`src/rtl/deq_eng_pkg.sv`:
```
// Shared types and constants for the double-ended queue engine.
// No dependencies; imported by every module of the block.
`default_nettype none

package deq_eng_pkg;

   // default ring store depth
   localparam int DEPTH_DEFAULT = 64;

   // key width, fixed by the item format
   localparam int KEY_W = 32;

   // request opcodes
   typedef enum logic [1:0] {
      OP_PUSH_FRONT = 2'd0,
      OP_PUSH_BACK  = 2'd1,
      OP_DUMP_FWD   = 2'd2,
      OP_DUMP_REV   = 2'd3
   } op_type;

   // response status codes
   typedef enum logic [1:0] {
      ST_ACCEPT = 2'd0,
      ST_FULL   = 2'd1,
      ST_ELEM   = 2'd2,
      ST_EMPTY  = 2'd3
   } status_type;

   // controller -> datapath commands
   typedef struct packed {
      logic do_push;     // store key, bump count
      logic at_front;    // push goes to the front
      logic do_full;     // answer push rejected
      logic do_empty;    // answer empty dump
      logic dump_start;  // first element read of a dump
      logic reverse;     // dump back to front
      logic dump_step;   // next element read of a running dump
   } deq_cmd_type;

   // datapath -> controller status
   typedef struct packed {
      logic full;        // count at depth
      logic empty;       // count zero
      logic single;      // exactly one key held
      logic final_elem;  // next dump read is the last one
      logic rsp_free;    // output register can take a new result
   } deq_stat_type;

endpackage

`default_nettype wire

```
`src/rtl/deq_eng_dp.sv`:
```
// Datapath: ring store, front index, count, dump cursor and output register.
// Depends on deq_eng_pkg; driven by deq_eng_ctrl commands.
`default_nettype none

module deq_eng_dp import deq_eng_pkg::*; #(
   parameter int DEPTH = DEPTH_DEFAULT
) (
   input  wire logic                    clock,
   input  wire logic                    reset,
   input  wire deq_cmd_type             cmd,
   input  wire logic signed [KEY_W-1:0] key_in,
   input  wire logic                    rsp_ready,
   output deq_stat_type                 stat,
   output logic                         rsp_valid,
   output logic signed [KEY_W-1:0]      rsp_key_out,
   output logic [1:0]                   rsp_status,
   output logic                         rsp_last
);

   localparam int IDX_W = $clog2(DEPTH);
   localparam int CNT_W = $clog2(DEPTH + 1);
   localparam int SUM_W = CNT_W + 1;

   // slot of (base + ofs) mod DEPTH; both operands stay below DEPTH
   function automatic logic [IDX_W-1:0] wrap_slot(input logic [IDX_W-1:0] base,
                                                  input logic [CNT_W-1:0] ofs);
      logic [SUM_W-1:0] sum;
      sum = SUM_W'(base) + SUM_W'(ofs);
      if (sum >= SUM_W'(DEPTH)) begin
         sum = sum - SUM_W'(DEPTH);
      end
      return sum[IDX_W-1:0];
   endfunction

   logic [IDX_W-1:0]        front_ff, front_in;
   logic [CNT_W-1:0]        count_ff, count_in;
   logic [CNT_W-1:0]        ofs_ff, ofs_in;
   logic [CNT_W-1:0]        left_ff, left_in;
   logic                    rev_ff, rev_in;
   logic                    rsp_valid_ff, rsp_valid_in;
   status_type              status_ff, status_in;
   logic                    last_ff, last_in;
   logic signed [KEY_W-1:0] rd_data_ff;
   logic signed [KEY_W-1:0] store_mem [DEPTH];

   logic [IDX_W-1:0] front_dec;
   logic [IDX_W-1:0] wr_addr;
   logic [IDX_W-1:0] rd_addr;
   logic [CNT_W-1:0] rd_ofs;
   logic             rd_dir;
   logic             rd_en;
   logic             load;

   // write address for pushes
   always_comb begin
      front_dec = (front_ff == '0) ? IDX_W'(DEPTH - 1) : front_ff - 1'b1;
      wr_addr   = cmd.at_front ? front_dec : wrap_slot(front_ff, count_ff);
   end

   // dump cursor: first read comes from the start command, later ones from the cursor
   always_comb begin
      rd_en   = cmd.dump_start | cmd.dump_step;
      rd_dir  = cmd.dump_start ? cmd.reverse : rev_ff;
      rd_ofs  = cmd.dump_start ? (cmd.reverse ? count_ff - 1'b1 : '0) : ofs_ff;
      rd_addr = wrap_slot(front_ff, rd_ofs);
      ofs_in  = rd_en ? (rd_dir ? rd_ofs - 1'b1 : rd_ofs + 1'b1) : ofs_ff;
      rev_in  = rd_dir;
      if (cmd.dump_start) begin
         left_in = count_ff - 1'b1;
      end else if (cmd.dump_step) begin
         left_in = left_ff - 1'b1;
      end else begin
         left_in = left_ff;
      end
   end

   // queue pointers
   always_comb begin
      front_in = (cmd.do_push && cmd.at_front) ? front_dec : front_ff;
      count_in = cmd.do_push ? count_ff + 1'b1 : count_ff;
   end

   // output register next values
   always_comb begin
      load      = cmd.do_push | cmd.do_full | cmd.do_empty | rd_en;
      status_in = status_ff;
      last_in   = last_ff;
      if (cmd.do_push) begin
         status_in = ST_ACCEPT;
         last_in   = 1'b1;
      end else if (cmd.do_full) begin
         status_in = ST_FULL;
         last_in   = 1'b1;
      end else if (cmd.do_empty) begin
         status_in = ST_EMPTY;
         last_in   = 1'b1;
      end else if (rd_en) begin
         status_in = ST_ELEM;
         last_in   = cmd.dump_start ? (count_ff == CNT_W'(1)) : (left_ff == CNT_W'(1));
      end
      if (load) begin
         rsp_valid_in = 1'b1;
      end else if (rsp_ready) begin
         rsp_valid_in = 1'b0;
      end else begin
         rsp_valid_in = rsp_valid_ff;
      end
   end

   // control registers
   always_ff @(posedge clock) begin
      if (reset) begin
         front_ff     <= '0;
         count_ff     <= '0;
         rsp_valid_ff <= 1'b0;
      end else begin
         front_ff     <= front_in;
         count_ff     <= count_in;
         rsp_valid_ff <= rsp_valid_in;
      end
   end

   // payload registers
   always_ff @(posedge clock) begin
      ofs_ff    <= ofs_in;
      left_ff   <= left_in;
      rev_ff    <= rev_in;
      status_ff <= status_in;
      last_ff   <= last_in;
   end

   // ring store, one write and one registered read port
   always_ff @(posedge clock) begin
      if (cmd.do_push) begin
         store_mem[wr_addr] <= key_in;
      end
   end

   always_ff @(posedge clock) begin
      if (rd_en) begin
         rd_data_ff <= store_mem[rd_addr];
      end
   end

   // status to controller and response ports
   always_comb begin
      stat.full       = (count_ff == CNT_W'(DEPTH));
      stat.empty      = (count_ff == '0);
      stat.single     = (count_ff == CNT_W'(1));
      stat.final_elem = (left_ff == CNT_W'(1));
      stat.rsp_free   = ~rsp_valid_ff | rsp_ready;
      rsp_valid       = rsp_valid_ff;
      rsp_status      = status_ff;
      rsp_last        = last_ff;
      rsp_key_out     = (status_ff == ST_ELEM) ? rd_data_ff : '0;
   end

`ifndef SYNTHESIS
   a_count_bound: assert property (@(posedge clock) disable iff (reset)
      count_ff <= CNT_W'(DEPTH))
      else $error("element count above depth");

   a_cmd_single: assert property (@(posedge clock) disable iff (reset)
      $onehot0({cmd.do_push, cmd.do_full, cmd.do_empty, cmd.dump_start, cmd.dump_step}))
      else $error("more than one datapath command at once");

   a_push_count: assert property (@(posedge clock) disable iff (reset)
      cmd.do_push |=> count_ff == $past(count_ff) + 1'b1)
      else $error("push did not bump the count");
`endif

endmodule

`default_nettype wire

```
`src/rtl/deq_eng_ctrl.sv`:
```
// Controller: decodes requests and sequences dumps one element per transfer.
// Depends on deq_eng_pkg; commands deq_eng_dp.
`default_nettype none

module deq_eng_ctrl import deq_eng_pkg::*; (
   input  wire logic         clock,
   input  wire logic         reset,
   input  wire logic         req_valid,
   input  wire logic [1:0]   req_op,
   input  wire deq_stat_type stat,
   output logic              req_ready,
   output deq_cmd_type       cmd
);

   typedef enum logic [1:0] {
      S_IDLE = 2'b01,
      S_DUMP = 2'b10
   } state_type;

   state_type state_ff, state_in;
   op_type    op;

   // next state and command decode
   always_comb begin
      op        = op_type'(req_op);
      cmd       = '0;
      state_in  = state_ff;
      req_ready = 1'b0;
      case (state_ff)
         S_IDLE: begin
            req_ready = stat.rsp_free;
            if (req_valid && stat.rsp_free) begin
               case (op)
                  OP_PUSH_FRONT, OP_PUSH_BACK: begin
                     cmd.at_front = (op == OP_PUSH_FRONT);
                     if (stat.full) begin
                        cmd.do_full = 1'b1;
                     end else begin
                        cmd.do_push = 1'b1;
                     end
                  end
                  OP_DUMP_FWD, OP_DUMP_REV: begin
                     cmd.reverse = (op == OP_DUMP_REV);
                     if (stat.empty) begin
                        cmd.do_empty = 1'b1;
                     end else begin
                        cmd.dump_start = 1'b1;
                        if (!stat.single) begin
                           state_in = S_DUMP;
                        end
                     end
                  end
                  default: ;
               endcase
            end
         end
         S_DUMP: begin
            if (stat.rsp_free) begin
               cmd.dump_step = 1'b1;
               if (stat.final_elem) begin
                  state_in = S_IDLE;
               end
            end
         end
         default: state_in = S_IDLE;
      endcase
   end

   // state register
   always_ff @(posedge clock) begin
      if (reset) begin
         state_ff <= S_IDLE;
      end else begin
         state_ff <= state_in;
      end
   end

`ifndef SYNTHESIS
   a_dump_blocks_req: assert property (@(posedge clock) disable iff (reset)
      (state_ff == S_DUMP) |-> !req_ready)
      else $error("request taken during a dump");

   a_cmd_needs_room: assert property (@(posedge clock) disable iff (reset)
      (cmd.do_push || cmd.do_full || cmd.do_empty || cmd.dump_start || cmd.dump_step)
         |-> stat.rsp_free)
      else $error("result issued while the output register is held");

   a_state_onehot: assert property (@(posedge clock) disable iff (reset)
      $onehot(state_ff))
      else $error("state register not one-hot");
`endif

endmodule

`default_nettype wire

```
`src/rtl/double_ended_queue_engine_top.sv`:
```
// Top level of the double-ended queue engine: controller plus datapath.
// Depends on deq_eng_pkg, deq_eng_ctrl and deq_eng_dp.
//
//  Channel   Direction  Handshake             Payload
//  req_      in         req_valid/req_ready   req_op, req_key_in
//  rsp_      out        rsp_valid/rsp_ready   rsp_key_out, rsp_status, rsp_last
//
// A push can be accepted every cycle while rsp_ready is high.
// A dump of N keys emits one element per cycle while rsp_ready is high, limited by the single
// registered read port of the ring store; no request is taken until its last read.
// An empty dump answers with a single ST_EMPTY response.
// Synchronous reset empties the queue at once; the store itself is not cleared.
// A low rsp_ready holds the output register and pauses pushes and dumps alike.
`default_nettype none

module double_ended_queue_engine_top import deq_eng_pkg::*; #(
   parameter int DEPTH = DEPTH_DEFAULT
) (
   input  wire logic                    clock,
   input  wire logic                    reset,
   input  wire logic                    req_valid,
   output logic                         req_ready,
   input  wire logic [1:0]              req_op,
   input  wire logic signed [KEY_W-1:0] req_key_in,
   output logic                         rsp_valid,
   input  wire logic                    rsp_ready,
   output logic signed [KEY_W-1:0]      rsp_key_out,
   output logic [1:0]                   rsp_status,
   output logic                         rsp_last
);

   deq_cmd_type  cmd;
   deq_stat_type stat;

   // request decode and dump sequencing
   deq_eng_ctrl u_ctrl (
      .clock     (clock),
      .reset     (reset),
      .req_valid (req_valid),
      .req_op    (req_op),
      .stat      (stat),
      .req_ready (req_ready),
      .cmd       (cmd)
   );

   // store, pointers and output register
   deq_eng_dp #(
      .DEPTH (DEPTH)
   ) u_dp (
      .clock       (clock),
      .reset       (reset),
      .cmd         (cmd),
      .key_in      (req_key_in),
      .rsp_ready   (rsp_ready),
      .stat        (stat),
      .rsp_valid   (rsp_valid),
      .rsp_key_out (rsp_key_out),
      .rsp_status  (rsp_status),
      .rsp_last    (rsp_last)
   );

endmodule

`default_nettype wire

```
`config.mk`:
```
export PLATFORM = sky130hd
export DESIGN_NAME = double_ended_queue_engine_top
export DESIGN_NICKNAME = d
export VERILOG_FILES = /design/src/rtl/deq_eng_pkg.sv /design/src/rtl/deq_eng_dp.sv /design/src/rtl/deq_eng_ctrl.sv /design/src/rtl/double_ended_queue_engine_top.sv
export SDC_FILE = /design/constraint.sdc
export NUM_CORES = 2
export LEC_CHECK = 0
export CAP_MARGIN = 40
export CORE_MARGIN = 5
export CORE_UTILIZATION = 40
export DETAILED_ROUTE_END_ITERATION = 16
export DONT_BUFFER_PORTS = 1
export GPL_TIMING_DRIVEN = 0
export SKIP_LAST_GASP = 1
export SYNTH_ARGS = -nofsm -noshare
export SYNTH_HDL_FRONTEND = slang
export SYNTH_HIERARCHICAL = 1
export SYNTH_SLANG_ARGS = --single-unit
```
`constraint.sdc`:
```
create_clock -name clock -period 5.7 [get_ports clock]
set_input_delay 1.14 -clock clock [delete_from_list [all_inputs] [get_ports clock]]
set_output_delay 1.14 -clock clock [all_outputs]
set_load 0.01 [all_outputs]
```
==> metrics.csv <==
stage,metric,value,unit
outcome,status,"finished, final reports clean",
layout,final net count,4321,
timing,Setup WS post-layout,155,ps
yosys,"Seq/Total Area, Yosys",0.771,
routing,antenna-violating nets left,0,
placed_design,PortBufs,0,
clock_network,root buffer cell,clkbuf_16,
layout,fillers,16800,
grt,first-pass GRT wire length,308000,microns
floorplanning,I/O pins,75,
setup_path,Reg2Reg Setup Slack,150,ps
setup_path,CP most frequent cell,nor2_1,
floorplanning,CORE AREA,204000,sq um
layout,fin cells,7128,
floorplanning,Chip Height,463,microns
timing,Final Critical Period,5550,ps
grt,vias in the first global route,40600,
layout,Area growth syn-to-layout,16.6,%
grt,total gr overflow,0,
placed_design,hpwl dp,139000,microns
clock_network,clock sink count,2113,
yosys,Mapped Area,82100,sq um
pwr,Worst IR Drop VDD,251,uV
grt,GRT Util Overall,0.200,
timing,Fmax,180,MHz
timing,worst-margin pin slew,912,ps
yosys,total number of yosys warnings,6,
timing,Finish-stage setup viols,0,
clock_network,H-tree depth,4,
setup_path,Crit Path Max Fanout,10,
setup_path,slowest cell delay on critical path,500,ps
job,max cap viols,0,
grt,largest net degree at the start of global routing,65,
routing,initial drt markers,4217,
floorplanning,Die Area,214000,sq um
routing,DRC,0,
layout,layout cell share with drive strength beyond 1,0.270,
floorplanning,Die X-Extent,463,microns
timing,Worst Skew,55.4,ps
setup_path,R2R depth,19,
yosys,Post-synth EDFFs,2093,
layout,fin util,0.468,
routing,DRT Wirelength,217000,microns
timing,ratio of final minimum period to clock period,0.973,
placed_design,placed insts,6731,
yosys,number of distinct library cells after synthesis,73,
yosys,top cell type's share of synthesized area,0.766,
setup_path,CP Launch Point,u_dp/count_ff[3]$_SDFFE_PP0P_,
placed_design,RD Place Congestion,0.885,
setup_path,Worst Path Arrival,6120,ps
pwr,Leak,30.0,nW
yosys,Synth area leaders,"edfxtp_1 77%, mux4_2 14%, nand2_1 1.6%",
yosys,largest area contributor in the synthesized netlist,edfxtp_1,
hold_path,min-delay worst type,in -> reg,
grt,initial antenna violation count,12,
floorplanning,Site Rows,166,
clock_network,# hold bufs at CTS,0,
setup_path,crit path max-delay cell type,mux2i_1,
timing,RSZ-0062 raised after global routing,true,
layout,"leading cell type in the layout, fill and taps excluded",edfxtp_1,
yosys,Post-synth ARST share,0,
yosys,synthesis-stage register bit count,2113,
setup_path,FF-to-FF Start,u_dp/count_ff[3]$_SDFFE_PP0P_,
clock_network,clk_lat worst skew,840,ps
setup_path,Worst Setup End Kind,flip-flop,
timing,Pins Over Slew Limit,0,
setup_path,r2r endpoint,u_dp/rd_data_ff[31]$_DFFE_PP_,
routing,1st-pass router iterations,5,
clock_network,CTS tree,done,
setup_path,Setup crit start kind,flip-flop,
placed_design,Post-Place Setup Slack,-2020,ps
yosys,Syn Inst Count,3939,
yosys,post-synth net total,4002,
setup_path,Worst setup endpoint,u_dp/rd_data_ff[31]$_DFFE_PP_,
timing,slew margin rel.,0.391,
setup_path,CP Cell Sequence,buf_4 > or3_4 > nor2_1 > nand2_1 > nor2_1 > nor2_1 > clkbuf_1 > a31o_2 > ha_2 > fa_2 > xnor2_1 > clkbuf_1 > buf_6 > buf_8 > clkbuf_2 > nand2_1 > a32oi_1 > o221ai_1 > mux2i_1,
routing,drt via density,5.74,
layout,most frequent cells in the layout,"2093 x edfxtp_1, 512 x mux4_2, 342 x nand2_1",
pwr,power consumption,32.8,mW
clock_network,CTS max path bufs,3,
yosys,top_reg_cell synth,edfxtp_1,
yosys,average size of a mapped cell,20.8,sq um
clock_network,number of buffers created by CTS,210,
setup_path,Setup CP Type,reg -> reg,
timing,final hold vios,0,
floorplanning,effective utilization at floorplan,0.402,
routing,Vias,40900,
pwr,Power Density,343,nW/um^2
setup_path,worst path required time,6270,ps
clock_network,"CTS clk-pin slew, worst paths",60,ps
routing,Routed WL per cell,30.5,microns
==> power breakdown <==
part	internal [mW]	leakage (nW)	switching (mW)	total, mW
Combinational	0.855	7.80	1.46	2.32
Sequential	17.1	19.0	0.0225	17.2
Clock	7.57	3.21	5.79	13.4
==> flip-flops by register name, indices dropped and copies added (netlist names) <==
signal / flops
u_dp/rev_ff: 1
u_dp/rsp_valid: 1
u_dp/ofs_ff: 6
u_dp/rsp_status: 2
u_dp/left_ff: 7
u_dp/rsp_last: 1
u_dp/count_ff: 7
u_dp/front_ff: 6
u_ctrl/state_ff: 2
u_dp/rd_data_ff: 32
u_dp/store_mem: 2048
==> per-layer routing <==
metal  track usage  wire length, microns  vias to the layer above
li1              -                     -                    16900
met1         0.269                 85800                    22100
met2         0.329                107000                     1630
met3        0.0446                 17600                      287
met4        0.0569                  6500                        0
met5             0                     0                        -
==> cells in the mapped netlist, types with 2 or more instances <==
cell and instances:
nand3b_1 2, clkbuf_1 111, buf_12 3, dfxtp_1 20, nor3_1 8, and2_1 35, mux2i_1 102, nand2_1 342
nor4_1 2, inv_1 20, o211ai_1 3, nor2b_1 5, nand3_1 10, o21a_1 3, mux4_2 512, a21oi_1 18
fa_1 3, nor2_1 292, o31a_1 3, o22ai_1 3, a211oi_1 3, nand2b_1 3, ha_1 22, or2_2 2
edfxtp_1 2093, or3_1 4, xor2_1 11, and3_1 7, o21ai_1 5, a32oi_1 64, a2111oi_2 2, and4b_1 2
a21o_1 4, buf_1 21, xnor2_1 15, o221ai_1 64, o2bb2ai_1 3, o21ai_0 8, nand4_1 3, o211a_1 2
a311oi_1 3, buf_2 70
==> how the worst min path moves through the flow <==
| stage | slack (ps) | endpoint | cells after the start | from |
|---|---|---|---|---|
| finish | 400 | u_dp/rsp_valid$_SDFFE_PP0P_ | 1 | reset |
| global route | 350 | u_dp/store_mem[14][3]$_DFFE_PP_ | 0 | req_key_in[3] |
| CTS | 340 | u_dp/store_mem[14][11]$_DFFE_PP_ | 0 | req_key_in[11] |
| detailed placement | 570 | u_ctrl/state_ff[1]$_SDFFE_PP0P_ | 2 | u_ctrl/state_ff[1]$_SDFFE_PP0P_ |
| global placement | 540 | u_ctrl/state_ff[1]$_SDFFE_PP0P_ | 2 | u_ctrl/state_ff[1]$_SDFFE_PP0P_ |
| floorplan | 520 | u_ctrl/state_ff[1]$_SDFFE_PP0P_ | 2 | u_ctrl/state_ff[1]$_SDFFE_PP0P_ |
==> through the flow <==
step / TNS, ps / hold slack [ps] / cell area (sq um)
2_1_floorplan: 0 / 518 / 82100
3_3_place_gp: -2616230 / 544 / 85400
3_5_place_dp: -49870 / 569 / 88000
4_1_cts: -424 / 340 / 95300
5_1_grt: -3.87 / 352 / 95600
6_report: 0 / 402 / 95600
==> kinds of logic after synthesis <==
family                   after synthesis  share of synthesized area
XOR/XNOR                              27                    0.00310
flip-flops                          2113                      0.771
AND/OR/NAND/NOR                      729                     0.0364
AO/OA/AOI/OAI                        201                     0.0202
adder cells (fa/ha/maj)               25                    0.00409
multiplexers                         615                      0.153
buffers and inverters                229                     0.0123
==> critical path: cells and delay by family (launching register included) <==
kind / cells / cell delay, ps
xor gates and xnor gates: 1 / 290
AOI/OAI and AO/OA: 3 / 1100
buffers and inverters: 6 / 1410
muxes: 1 / 500
and+or+nand+nor: 6 / 1040
adders and majority gates: 2 / 620
DFF: 1 / 330
==> final cells by class <==
type                            count  area, sq um  share of cell area
Antenna cell                       12         30.0            0.000314
Buffer                            205         1060              0.0111
Clock buffer                      265         5470              0.0572
Clock inverter                    117         1200              0.0125
Inverter                           22         83.8            0.000876
Multi-Input combinational cell   1597        19000               0.199
Sequential cell                  2113        63300               0.661
Tap cell                         2688         3360              0.0352
Timing Repair Buffer              109         2170              0.0227
==> repair_timing <==
action,CTS,global route
endpoints found under the hold margin,0,0
resized for setup,123,78
gates cloned,0,0
pin swaps,0,1
endpoints found under the setup margin,32,32
buffers inserted,0,2
Note: power is estimated with default switching activity, not from simulation.
